$ cat src/drc_pkg.sv
// Shared types, constants and helper functions for the derivative ranking compare unit.
// No dependencies; imported by every module of the block.
package drc_pkg;

  localparam int NUM_DERIVATIONS = 4;
  localparam int ORDER_BITS      = 8;
  localparam int NUM_SUBSCRIPTS  = 4;
  localparam int SUBSCRIPT_BITS  = 8;

  localparam int POS_BITS    = 8;
  localparam int GROUP_BITS  = 4;
  localparam int KIND_BITS   = 2;
  localparam int COUNT_BITS  = 3;
  localparam int MODE_BITS   = 3;
  localparam int IN_TUSER_W  = 1 + 2 * KIND_BITS;
  localparam int OUT_TDATA_W = 8;

  localparam logic [GROUP_BITS-1:0] NO_GROUP = 4'hF;

  typedef enum logic [MODE_BITS-1:0] {
    MODE_GRLEX_A     = 3'd0,
    MODE_GRLEX_B     = 3'd1,
    MODE_DEGREVLEX_A = 3'd2,
    MODE_DEGREVLEX_B = 3'd3,
    MODE_LEX         = 3'd4
  } mode_t;

  typedef enum logic [KIND_BITS-1:0] {
    KIND_OPERATOR  = 2'd0,
    KIND_DEPENDENT = 2'd1,
    KIND_OTHER     = 2'd2
  } kind_t;

  typedef enum logic [1:0] {
    DEC_NONE = 2'd0,
    DEC_LESS = 2'd1,
    DEC_NOT  = 2'd2,
    DEC_ERR  = 2'd3
  } dec_t;

  typedef struct packed {
    logic is_less;
    logic error_flag;
  } drc_result_t;

  function automatic int field_bits(int nd, int ob, int ns, int sb);
    return 2 * nd * ob + 2 * POS_BITS + 2 * GROUP_BITS + 2 * ns * sb + ns + COUNT_BITS;
  endfunction

  function automatic int in_tdata_w(int nd, int ob, int ns, int sb);
    return ((field_bits(nd, ob, ns, sb) + 7) / 8) * 8;
  endfunction

endpackage

$ cat src/drc_decide.sv
// Combinational ranking decision for one registered transaction.
// Depends on drc_pkg for the mode, kind and decision codes.
module drc_decide #(
  parameter int NUM_DERIVATIONS = drc_pkg::NUM_DERIVATIONS,
  parameter int ORDER_BITS      = drc_pkg::ORDER_BITS,
  parameter int NUM_SUBSCRIPTS  = drc_pkg::NUM_SUBSCRIPTS,
  parameter int SUBSCRIPT_BITS  = drc_pkg::SUBSCRIPT_BITS,
  parameter int IN_TDATA_W      = drc_pkg::in_tdata_w(NUM_DERIVATIONS, ORDER_BITS,
                                                      NUM_SUBSCRIPTS, SUBSCRIPT_BITS)
) (
  input  logic [drc_pkg::MODE_BITS-1:0]  mode,
  input  logic [IN_TDATA_W-1:0]          tdata,
  input  logic [drc_pkg::IN_TUSER_W-1:0] tuser,
  output drc_pkg::drc_result_t           result
);
  import drc_pkg::*;

  localparam int OW       = NUM_DERIVATIONS * ORDER_BITS;
  localparam int SW       = NUM_SUBSCRIPTS * SUBSCRIPT_BITS;
  localparam int V_ORD_LO = 0;
  localparam int W_ORD_LO = OW;
  localparam int V_BLK_LO = 2 * OW;
  localparam int W_BLK_LO = V_BLK_LO + POS_BITS;
  localparam int V_GRP_LO = W_BLK_LO + POS_BITS;
  localparam int W_GRP_LO = V_GRP_LO + GROUP_BITS;
  localparam int V_SUB_LO = W_GRP_LO + GROUP_BITS;
  localparam int W_SUB_LO = V_SUB_LO + SW;
  localparam int MASK_LO  = W_SUB_LO + SW;
  localparam int CNT_LO   = MASK_LO + NUM_SUBSCRIPTS;
  localparam int TOT_W    = ORDER_BITS + $clog2(NUM_DERIVATIONS);
  localparam int SSUM_W   = SUBSCRIPT_BITS + $clog2(NUM_SUBSCRIPTS) + 1;

  logic [ORDER_BITS-1:0]            vo [NUM_DERIVATIONS];
  logic [ORDER_BITS-1:0]            wo [NUM_DERIVATIONS];
  logic signed [SUBSCRIPT_BITS-1:0] vs [NUM_SUBSCRIPTS];
  logic signed [SUBSCRIPT_BITS-1:0] ws [NUM_SUBSCRIPTS];
  logic [TOT_W-1:0]                 tot_v, tot_w;
  logic signed [SSUM_W-1:0]         sum_v, sum_w;
  logic [NUM_SUBSCRIPTS-1:0]        dir_mask;
  logic [COUNT_BITS-1:0]            sub_cnt;
  logic [POS_BITS-1:0]              blk_v, blk_w;
  logic [GROUP_BITS-1:0]            grp_v, grp_w;
  logic                             same_sym;
  logic [KIND_BITS-1:0]             kind_v, kind_w;
  logic                             orders_first, reverse, mode_ok;
  dec_t                             ord_dec, lex_dec, idx_dec, sym_dec, tot_dec, dec;

  assign blk_v    = tdata[V_BLK_LO +: POS_BITS];
  assign blk_w    = tdata[W_BLK_LO +: POS_BITS];
  assign grp_v    = tdata[V_GRP_LO +: GROUP_BITS];
  assign grp_w    = tdata[W_GRP_LO +: GROUP_BITS];
  assign dir_mask = tdata[MASK_LO +: NUM_SUBSCRIPTS];
  assign sub_cnt  = tdata[CNT_LO +: COUNT_BITS];
  assign same_sym = tuser[0];
  assign kind_v   = tuser[1 +: KIND_BITS];
  assign kind_w   = tuser[1 + KIND_BITS +: KIND_BITS];

  assign mode_ok      = (mode <= MODE_LEX);
  assign orders_first = (mode == MODE_GRLEX_B) || (mode == MODE_DEGREVLEX_B) ||
                        (mode == MODE_LEX);
  assign reverse      = (mode == MODE_DEGREVLEX_A) || (mode == MODE_DEGREVLEX_B);

  always_comb begin
    tot_v = '0;
    tot_w = '0;
    for (int k = 0; k < NUM_DERIVATIONS; k++) begin
      vo[k] = tdata[V_ORD_LO + k * ORDER_BITS +: ORDER_BITS];
      wo[k] = tdata[W_ORD_LO + k * ORDER_BITS +: ORDER_BITS];
      tot_v = tot_v + TOT_W'(vo[k]);
      tot_w = tot_w + TOT_W'(wo[k]);
    end
    if (tot_v != tot_w) begin
      tot_dec = (tot_v < tot_w) ? DEC_LESS : DEC_NOT;
    end else begin
      tot_dec = DEC_NONE;
    end
    ord_dec = DEC_NONE;
    if (reverse) begin
      for (int k = 0; k < NUM_DERIVATIONS; k++) begin
        if (vo[k] != wo[k]) ord_dec = (vo[k] > wo[k]) ? DEC_LESS : DEC_NOT;
      end
    end else begin
      for (int k = NUM_DERIVATIONS - 1; k >= 0; k--) begin
        if (vo[k] != wo[k]) ord_dec = (vo[k] < wo[k]) ? DEC_LESS : DEC_NOT;
      end
    end
  end

  always_comb begin
    sum_v   = '0;
    sum_w   = '0;
    lex_dec = DEC_NONE;
    for (int i = 0; i < NUM_SUBSCRIPTS; i++) begin
      vs[i] = tdata[V_SUB_LO + i * SUBSCRIPT_BITS +: SUBSCRIPT_BITS];
      ws[i] = tdata[W_SUB_LO + i * SUBSCRIPT_BITS +: SUBSCRIPT_BITS];
      if (i < int'(sub_cnt)) begin
        if (dir_mask[i]) begin
          sum_v = sum_v + SSUM_W'(vs[i]);
          sum_w = sum_w + SSUM_W'(ws[i]);
        end else begin
          sum_v = sum_v - SSUM_W'(vs[i]);
          sum_w = sum_w - SSUM_W'(ws[i]);
        end
      end
    end
    for (int i = NUM_SUBSCRIPTS - 1; i >= 0; i--) begin
      if ((i < int'(sub_cnt)) && (vs[i] != ws[i])) begin
        if (dir_mask[i]) begin
          lex_dec = (vs[i] < ws[i]) ? DEC_LESS : DEC_NOT;
        end else begin
          lex_dec = (vs[i] > ws[i]) ? DEC_LESS : DEC_NOT;
        end
      end
    end
  end

  always_comb begin
    if ((grp_v == NO_GROUP) != (grp_w == NO_GROUP)) begin
      idx_dec = DEC_ERR;
    end else if ((sub_cnt == '0) || (int'(sub_cnt) > NUM_SUBSCRIPTS)) begin
      idx_dec = DEC_ERR;
    end else if (sum_v != sum_w) begin
      idx_dec = (sum_v < sum_w) ? DEC_LESS : DEC_NOT;
    end else if (lex_dec != DEC_NONE) begin
      idx_dec = lex_dec;
    end else if (grp_v == grp_w) begin
      idx_dec = DEC_ERR;
    end else begin
      idx_dec = (grp_v > grp_w) ? DEC_LESS : DEC_NOT;
    end

    if (kind_v == KIND_OPERATOR) begin
      sym_dec = same_sym ? DEC_NONE : DEC_ERR;
    end else if (same_sym) begin
      sym_dec = DEC_NONE;
    end else if ((kind_v != KIND_DEPENDENT) || (kind_w != KIND_DEPENDENT)) begin
      sym_dec = DEC_ERR;
    end else if (blk_v != blk_w) begin
      sym_dec = (blk_v > blk_w) ? DEC_LESS : DEC_NOT;
    end else begin
      sym_dec = idx_dec;
    end
  end

  always_comb begin
    if (!mode_ok) begin
      dec = DEC_ERR;
    end else if ((mode != MODE_LEX) && (tot_dec != DEC_NONE)) begin
      dec = tot_dec;
    end else if (orders_first) begin
      dec = (ord_dec != DEC_NONE) ? ord_dec : sym_dec;
    end else begin
      dec = (sym_dec != DEC_NONE) ? sym_dec : ord_dec;
    end
    result.is_less    = (dec == DEC_LESS);
    result.error_flag = (dec == DEC_ERR) || (dec == DEC_NONE);
  end

endmodule

$ cat src/derivative_ranking_compare_unit.sv
// Top level of the derivative ranking compare unit: stream ports, mode register, pipeline.
// Depends on drc_pkg and drc_decide.
//
// Usage:
//   Each input transaction carries one pair of derivatives v and w; the block
//   answers with one result transaction saying whether v ranks strictly below
//   w under the subranking held in the mode register, and flags inconsistent
//   or identical pairs on out_tuser (is_less is then 0).
//   The mode register is loaded through cfg_wr_en / cfg_wr_data and must only
//   change while no transaction is in flight.
//   The path from input acceptance to result is the input register, the decision
//   logic and the result register; out_tvalid rises once the transaction moves
//   into the result register, which waits while a stalled result is held there.
//   Throughput is one transaction per cycle while out_tready stays high; the input
//   register and the result register each hold one transaction, so two may be in flight.
//   When the receiver drops out_tready the result register holds and the input
//   register fills; in_tready falls only once both are occupied.
//   Reset clears both valid flags and sets the mode to grlexA.
module derivative_ranking_compare_unit #(
  parameter int NUM_DERIVATIONS = drc_pkg::NUM_DERIVATIONS,
  parameter int ORDER_BITS      = drc_pkg::ORDER_BITS,
  parameter int NUM_SUBSCRIPTS  = drc_pkg::NUM_SUBSCRIPTS,
  parameter int SUBSCRIPT_BITS  = drc_pkg::SUBSCRIPT_BITS,
  parameter int IN_TDATA_W      = drc_pkg::in_tdata_w(NUM_DERIVATIONS, ORDER_BITS,
                                                      NUM_SUBSCRIPTS, SUBSCRIPT_BITS)
) (
  input  logic                            clk,
  input  logic                            rst_n,
  input  logic                            cfg_wr_en,
  input  logic [drc_pkg::MODE_BITS-1:0]   cfg_wr_data,   // ranking_mode
  input  logic                            in_tvalid,
  output logic                            in_tready,
  // v_orders, w_orders, v_block_pos, w_block_pos, v_group_pos, w_group_pos,
  // v_subscripts, w_subscripts, group_shape, zero pad
  input  logic [IN_TDATA_W-1:0]           in_tdata,
  input  logic [drc_pkg::IN_TUSER_W-1:0]  in_tuser,      // same_symbol, v_kind, w_kind
  output logic                            out_tvalid,
  input  logic                            out_tready,
  output logic [drc_pkg::OUT_TDATA_W-1:0] out_tdata,     // is_less, zero pad
  output logic                            out_tuser      // error_flag
);
  import drc_pkg::*;

  logic [MODE_BITS-1:0]  ranking_mode_r;
  logic                  s1_valid_r;
  logic [IN_TDATA_W-1:0] s1_tdata_r;
  logic [IN_TUSER_W-1:0] s1_tuser_r;
  logic                  out_valid_r;
  drc_result_t           out_res_r;
  drc_result_t           res_nxt;
  logic                  out_free;

  assign out_free  = !out_valid_r || out_tready;
  assign in_tready = !s1_valid_r || out_free;

  always_ff @(posedge clk) begin
    if (!rst_n) begin
      ranking_mode_r <= MODE_GRLEX_A;
    end else if (cfg_wr_en) begin
      ranking_mode_r <= cfg_wr_data;
    end
  end

  always_ff @(posedge clk) begin
    if (!rst_n) begin
      s1_valid_r <= 1'b0;
    end else if (in_tready) begin
      s1_valid_r <= in_tvalid;
    end
  end

  always_ff @(posedge clk) begin
    if (in_tready && in_tvalid) begin
      s1_tdata_r <= in_tdata;
      s1_tuser_r <= in_tuser;
    end
  end

  drc_decide #(
    .NUM_DERIVATIONS (NUM_DERIVATIONS),
    .ORDER_BITS      (ORDER_BITS),
    .NUM_SUBSCRIPTS  (NUM_SUBSCRIPTS),
    .SUBSCRIPT_BITS  (SUBSCRIPT_BITS),
    .IN_TDATA_W      (IN_TDATA_W)
  ) u_decide (
    .mode   (ranking_mode_r),
    .tdata  (s1_tdata_r),
    .tuser  (s1_tuser_r),
    .result (res_nxt)
  );

  always_ff @(posedge clk) begin
    if (!rst_n) begin
      out_valid_r <= 1'b0;
    end else if (out_free) begin
      out_valid_r <= s1_valid_r;
    end
  end

  always_ff @(posedge clk) begin
    if (out_free && s1_valid_r) begin
      out_res_r <= res_nxt;
    end
  end

  assign out_tvalid = out_valid_r;
  assign out_tdata  = {{(OUT_TDATA_W-1){1'b0}}, out_res_r.is_less};
  assign out_tuser  = out_res_r.error_flag;

endmodule

$ cat config.mk
export PLATFORM = sky130hd
export DESIGN_NAME = derivative_ranking_compare_unit
export DESIGN_NICKNAME = d
export VERILOG_FILES = /design/src/drc_pkg.sv /design/src/drc_decide.sv /design/src/derivative_ranking_compare_unit.sv
export SDC_FILE = /design/constraint.sdc
export NUM_CORES = 1
export LEC_CHECK = 0
export BUFFER_PORTS_ARGS = -buffer_cell sky130_fd_sc_hd__buf_4
export CAP_MARGIN = 20
export CORE_MARGIN = 5
export CORE_UTILIZATION = 39
export DETAILED_ROUTE_END_ITERATION = 7
export PLACE_DENSITY = 0.63
export SYNTH_ARGS = -nofsm -noshare
export SYNTH_HDL_FRONTEND = slang
export SYNTH_HIERARCHICAL = 1
export SYNTH_SLANG_ARGS = --single-unit
$ cat constraint.sdc
create_clock -name clk -period 21.4 [get_ports clk]
set_input_delay 4.28 -clock clk [delete_from_list [all_inputs] [get_ports clk]]
set_output_delay 4.28 -clock clk [all_outputs]
set_load 0.1 [all_outputs]
# [Word level (Yosys, flattened, before mapping)]
# Index checks and enable logic that the tools add are counted.
[classes] addsub=20 magnitude_cmp=26 eq_ne=24 muxes=69 reduce_logical=24
[op_table] operator="2-to-1 mux 11 bit" count=16
[op_table] operator="2-to-1 mux 2 bit" count=53
[op_table] operator="greater-than comparator 8 bit" count=9
[op_table] operator="!= test 8 bit" count=9
[op_table] operator="adder 11 x 8 -> 11 bit" count=6
[op_table] operator="subtractor 11 x 8 -> 11 bit" count=6
[op_table] operator="less-than comparator 8 bit" count=8
[op_table] operator="adder 10 x 8 -> 10 bit" count=2
[op_table] operator="adder 9 x 8 -> 10 bit" count=2
[op_table] operator="adder 8 x 8 -> 9 bit" count=2
[op_table] operator="subtractor 1 x 8 -> 9 bit, first input constant" count=2
[op_table] operator="less-than comparator 11 bit" count=1
[op_table] operator="!= test 11 bit" count=1
[op_table] operator="less-than comparator 10 bit" count=1
[op_table] operator="!= test 10 bit" count=1
[op_table] operator="equality test 4 bit, second input constant" count=2
[op_table] operator="logical OR 1 bit" count=8
[op_table] operator="nonzero test 2 bit" count=4
[op_table] operator="logical AND 1 bit" count=7
[op_table] operator="equality test 3 x 2 -> 1 bit, second input constant" count=2
[op_table] operator="less-than comparator 1 x 3 -> 1 bit, first input constant" count=2
[op_table] operator="less-than comparator 2 x 3 -> 1 bit, first input constant" count=2
[op_table] operator="equality test 4 bit" count=1
[op_table] operator="greater-than comparator 4 bit" count=1
[op_table] operator="other kinds (12)" count=15
[totals] register_bits=171 inputBits=173 out_inout_bits=11 elab_cells=170

# [Depth between registers and ports, before layout]
# Gate-level depths: netlist of the first run.
[depth] depth_word=28 depth_mapped=40 ltp_nobuf=38

# [Hierarchy]
# The synthesis of the first run kept the hierarchy.
[by_module_without_submodules] module="drc_decide" n_inst=1 cells_per_inst=1174 area_each_um2=8773.4 seq_area_each_um2=0.0
[by_module_without_submodules] module="derivative_ranking_compare_unit" n_inst=1 cells_per_inst=193 area_each_um2=5283.8 seq_area_each_um2=5114.9

# [Worst setup path before layout of the first run]
# Ideal clock, no wire load.
[synth_path] path_kind="input -> register" start="input out_tready" end="register s1_tdata_r[0], enable pin" setup_ns=0.744 arrival_ns=12.277 slack_ns=8.379 stages=2 path_cell_list="nor2b_4 a21oi_1"
[synth_via] elab_chain_cells=3
[synth_lines] element="start, declared" line_no="derivative_ranking_compare_unit.sv:38" text="input logic out_tready,"
[synth_lines] element="logical OR 1 bit" line_no="derivative_ranking_compare_unit.sv:53" text="assign out_free = !out_valid_r || out_tready;"
[synth_lines] element="logical OR 1 bit" line_no="derivative_ranking_compare_unit.sv:54" text="assign in_tready = !s1_valid_r || out_free;"
[synth_lines] element="logical AND 1 bit" line_no="derivative_ranking_compare_unit.sv:73" text="if (in_tready && in_tvalid) begin"
[synth_lines] element="end signal, assigned" line_no="derivative_ranking_compare_unit.sv:74" text="s1_tdata_r <= in_tdata;"
[synth_lines] element="end, declared" line_no="derivative_ranking_compare_unit.sv:46" text="logic [IN_TDATA_W-1:0] s1_tdata_r;"
# Every way passes these cells.
# A chain may end at the register's enable or synchronous reset.

# [Worst setup path in the final report of the first run]
[layout_path] start="input out_tready" end="output in_tready"
[layout_via] elab_chain_cells=2
[layout_lines] element="logical OR 1 bit" line_no="derivative_ranking_compare_unit.sv:53"
[layout_lines] element="logical OR 1 bit" line_no="derivative_ranking_compare_unit.sv:54"
[layout_lines] element="end, declared" line_no="derivative_ranking_compare_unit.sv:32" text="output logic in_tready,"
# Every way passes these cells.

==> results of run 1 <==
==> cell type report <==
type	instances	area (um^2)
Clock buffer	17	425
Clock inverter	15	175
Fill cell	3305	19100
Inverter	138	518
Multi-Input combinational cell	1033	8320
Sequential cell	171	5080
Tap cell	461	577
Timing Repair Buffer	182	1370
==> cells in the final DEF (no fill, tap or decap), types with 5 or more instances in the layout <==
| cell | instances |
|---|---|
| nand2b_1 | 11 |
| a211oi_1 | 9 |
| nor3_1 | 30 |
| nor2_1 | 105 |
| xor2_1 | 35 |
| nand4_1 | 27 |
| clkbuf_16 | 17 |
| o31ai_1 | 9 |
| a31oi_1 | 25 |
| nor3b_1 | 7 |
| ha_1 | 184 |
| o21ai_0 | 49 |
| a21oi_1 | 100 |
| o21bai_1 | 19 |
| nand3_1 | 19 |
| or3_1 | 6 |
| nand2_1 | 64 |
| xnor2_1 | 77 |
| conb_1 | 7 |
| inv_1 | 138 |
| a21o_1 | 28 |
| dfxtp_1 | 5 |
| nor2b_1 | 17 |
| o22ai_1 | 5 |
| a41oi_1 | 8 |
| mux2_2 | 28 |
| mux2i_1 | 12 |
| o21a_1 | 14 |
| buf_4 | 182 |
| o211ai_1 | 10 |
| fa_1 | 38 |
| edfxtp_1 | 166 |
==> metrics by stage <==
stage	cell area (um^2)	total power [uW]	worst slack, ns	util
after CTS	16500	1530	12.31	0.463
after detailed placement	15900	1210	12.31	0.446
after floorplan	14000	1030	8.43	-
after global routing	16500	1650	12.29	0.463
final	16500	1520	12.32	0.463
after global placement	15900	1190	12.31	0.446
==> final timing paths <==
check	start	cells past startpoint	slack [ns]	endpoint
worst max-delay path	out_tready	3	12.32	in_tready
worst min-delay path	out_tvalid	2	0.54	s1_valid_r
worst max register to register	s1_tdata_r[158]	36	12.98	out_tuser
worst min register to register	out_tvalid	2	0.54	s1_valid_r
==> report_power, final <==
| group | internal [uW] | leakage, uW | switching, uW | total (uW) |
|---|---|---|---|---|
| Clock | 167 | 0.000292 | 149 | 316 |
| Combinational | 361 | 0.00521 | 432 | 794 |
| Sequential | 394 | 0.00166 | 18.6 | 412 |
| Total | 922 | 0.00717 | 599 | 1520 |
==> flip-flops by register name (all words and copies together) (netlist names) <==
register	flops
out_tdata	1
out_tuser	1
out_tvalid	1
ranking_mode_r	3
s1_tdata_r	159
s1_tuser_r	5
s1_valid_r	1
==> worst reg2reg max path, delay by kind of cell (launching register included) <==
kind / cells / cell delay [ns]
AO/OA/AOI/OAI: 14 / 2.92
AND/OR/NAND/NOR: 11 / 2.41
flip-flops: 1 / 0.35
adder cells (fa/ha/maj): 5 / 1.47
XOR/XNOR: 4 / 0.57
buffers and inverters: 2 / 0.47
==> per-layer routing <==
metal	vias to the layer above	wire (um)
li1	5356	-
met1	5000	14300
met2	228	17600
met3	61	1790
met4	10	1090
met5	-	94
==> out/qor.yml, run 1 <==
logic_synthesis:
  synth_area_mm2: 0.0140
  synthCells: 1366
  syn_area_per_cell_um2: 10.3
  ys_warn_count: 6
worst_setup_path:
  max_stage_delay_ns: 0.24
  critPathTopFamily: "buffers and inverters"
  worst-setup-path-type: "input port to output port"
  crit_fanout: 2
  crit_path_cell_trace: "buf_4, nand3b_4, buf_4"
  required_ns: 17.12
  path_common_cell: "buf_4"
  crit_arrival_ns: 4.80
  end_kind: "output port"
  cp-start-kind: "input port"
  cpMaxStageDelayCell: "buf_4"
  crit_buf_inv: 2
floorplan:
  die_w_um: 200
  io_pins: 184
  start_util: 0.394
  fp.dieH_um: 200
  rows: 69
  die_area_mm2: 0.0399
  core-area_mm2: 0.0356
clock_network:
  cts_buffers: 17
  cts-resized-gates: 0
  root_buffer: "clkbuf_16"
  h-tree-depth: 4
  cts_hold_buffers: 0
  cts_max_path_buffers: 2
  cts_setup_buffers: 0
  cts.sinks: 171
  clk_latency_ns: 0.45
  clk_pin_slew_ns: 0.07
  cts_tree: "yes"
cells_and_area:
  diodes: 0
  nNetsFinal: 1938
  syn_to_final_growth_pct: 17.4
  drive_gt1_frac: 0.168
  instances_no_fill: 2017
placement:
  dp.cells: 1985
  io_buffers: 175
  gp_congestion: 0.902
  dp_hpwl_mm: 28.8
power_and_ir_drop:
  p_leak_uw: 0.00717
  ir_worst_vdd_v: 0.0000562
  power_density_mw_per_mm2: 92.4
detailed_routing:
  ant_nets: 0
  wl_per_cell_um: 17.3
  dr.pass1.iters: 6
  viasPerCell: 5.28
  totalWireLength_mm: 34.9
  drc: 0
  drtIter0Drc: 545
  vias: 10700
timing:
  timing.setup.tns_ns: 0
  fin_hold_ws_ns: 0.539
  fin_crit_ns: 9.08
  fmax_ghz: 0.110
  slew_violations: 0
  rsz0062_at_grt: "no"
  slew_headroom: 0.346
  worst_pin_slew_ns: 0.957
  finalSetupViolCount: 0
  finClkSkew_ns: 0.00998
  fin_crit_sh: 0.424
  finalHoldViolations: 0
global_routing:
  busiest_layer: "met2"
  grt_pass1_vias: 10800
  track_usage: 0.175
  met2_usage: 0.312
  grt_pass1_wl_mm: 54.4
  gr-total-overflow: 0
  grt_use_met1: 0.205
  grt_max_degree: 59
  antenna_found_initial: 5
  met3_usage: 0.0433
min_path:
  hold_path.class: "flip-flop to flip-flop"
job:
  cap_violations: 0
run_status:
  outcome: "finished, final reports clean"
Note: power is estimated with default switching activity, not from simulation.
==> run 2, diff against run 1 <==
ABC_AREA = 1   (was unset)
clock period = 8.5 ns   (was 21.4 ns; I/O delays follow)
==> out/qor.yml, run 2 <==
job:
  cap_violations: 0
logic_synthesis:
  syn_area_per_cell_um2: 8.70
  synthCells: 1592
  synth_area_mm2: 0.0139
  ys_warn_count: 6
placement:
  dp_hpwl_mm: 28.1
  dp.cells: 2215
  gp_congestion: 0.895
  io_buffers: 175
timing:
  slew_headroom: 0.351
  fin_crit_sh: 0.935
  finalSetupViolCount: 0
  fin_crit_ns: 7.95
  fmax_ghz: 0.126
  timing.setup.tns_ns: 0
  slew_violations: 0
  rsz0062_at_grt: "no"
  finClkSkew_ns: 0.0102
  worst_pin_slew_ns: 0.973
  finalHoldViolations: 0
cells_and_area:
  final_common_cell: "nand2_1"
  syn_to_final_growth_pct: 17.5
  top_regs: "s1_tdata_r: 159 flops, s1_tuser_r: 5 flops, ranking_mode_r: 3 flops"
  top_register: "s1_tdata_r"
  drive_gt1_frac: 0.132
  instances_no_fill: 2248
  final_cell_mix: "nand2_1, inv_1, ha_1, buf_4, edfxtp_1"
  largest_reg_flops: 159
  fin_util: 0.461
  n_fill_cell: 3329
  nNetsFinal: 2168
worst_setup_path:
  cp-startpoint: "s1_tdata_r[158]"
  required_ns: 8.71
  end_kind: "flip-flop"
  max_stage_delay_ns: 0.55
  crit_fanout: 17
  crit_arrival_ns: 8.16
  worst-setup-path-type: "flip-flop to flip-flop"
  crit_end: "out_tuser"
  cpMaxStageDelayCell: "or4_1"
  path_common_cell: "nand2_1"
  worstReg2RegEnd: "out_tuser"
  cp-start-kind: "flip-flop"
  r2r-start: "s1_tdata_r[158]"
  reg2reg_setup_slack_ns: 0.55
  reg2regPathDepth: 48
power_and_ir_drop:
  report.power.total_uw: 3490
  ir_worst_vdd_v: 0.000208
  p_leak_uw: 0.00780
  power_density_mw_per_mm2: 215
clock_network:
  cts.sinks: 171
  cts_buffers: 17
  h-tree-depth: 4
  root_buffer: "clkbuf_16"
  clk_latency_ns: 0.45
  cts_max_path_buffers: 2
  cts_hold_buffers: 0
  cts_tree: "yes"
  cts_setup_buffers: 0
  clk_pin_slew_ns: 0.08
  cts-resized-gates: 0
detailed_routing:
  viasPerCell: 5.00
  dr.pass1.iters: 5
  ant_nets: 0
  totalWireLength_mm: 34.8
  vias: 11200
  wl_per_cell_um: 15.5
  drc: 0
  drtIter0Drc: 664
global_routing:
  grt_pass1_vias: 11200
  gr-total-overflow: 0
  antenna_found_initial: 2
  track_usage: 0.178
  grt_pass1_wl_mm: 55.0
  grt_max_degree: 109
floorplan:
  io_pins: 184
  fp.dieH_um: 198
  core-area_mm2: 0.0353
  die_area_mm2: 0.0394
  rows: 69
  die_w_um: 198
  start_util: 0.392
min_path:
  hold_path.class: "flip-flop to flip-flop"
  min_from: "s1_valid_r"
run_status:
  outcome: "finished, final reports clean"
[run 2: changes by cell type in the layout (fill, tap and decap cells not counted), sizes merged, moves of 13 or more]
cell and delta:
nand2 +248, inv +119, o21ai +62, xnor2 -50, nand3 +45, mux2 -28
a21o -20, a21oi +18, nor2b -18, a31oi -15, nand4 -14, xor2 +13
[run 2: worst min-delay path by stage]
stage	to	slack (ns)	depth (start not counted)
floorplan	out_tvalid	0.46	2
global placement	out_tvalid	0.47	2
detailed placement	out_tvalid	0.49	2
CTS	out_tvalid	0.49	2
global route	out_tvalid	0.53	2
finish	out_tvalid	0.50	2
[run 2: worst max-delay path, delay by kind of cell (launching register included)]
family	cells	cell delay, ns
xor gates and xnor gates	3	0.46
buffers and inverters	5	0.77
and+or+nand+nor	24	2.50
adders and majority gates	5	1.80
AOI/OAI and AO/OA	11	1.73
DFF	1	0.43
[run 2: layer usage]
metal	up-vias	wire length, um	GRT usage
li1	5726	-	-
met1	5195	15200	0.221
met2	272	16500	0.300
met3	49	2180	0.0484
met4	2	886	0.0593
met5	-	20	0
[run 2: cell type report]
| cell class | instances | area (um^2) | share of cell area |
|---|---|---|---|
| antenna | 1 | 2.50 | 0.000154 |
| clock buffer | 17 | 425 | 0.0261 |
| clock inverter | 15 | 151 | 0.00929 |
| inverter | 257 | 970 | 0.0595 |
| multi-input combinational | 1143 | 7700 | 0.473 |
| sequential | 171 | 5080 | 0.312 |
| tap | 461 | 577 | 0.0354 |
| timing repair buffer | 183 | 1370 | 0.0843 |
[run 2: report_power, final]
| group | leakage, uW | internal, uW | total (uW) | switching (uW) |
|---|---|---|---|---|
| Clock | 0.000281 | 391 | 793 | 402 |
| Sequential | 0.00166 | 992 | 1040 | 44.9 |
| Combinational | 0.00586 | 675 | 1660 | 989 |
[run 2: per-stage QoR]
stage,setup WS [ns],hold WS (ns),area (um^2)
after floorplan,1.68,0.461,13900
after global placement,0.646,0.468,15700
after detailed placement,0.543,0.494,15700
after CTS,0.486,0.492,16300
after global routing,0.00331,0.530,16300
final,0.552,0.497,16300
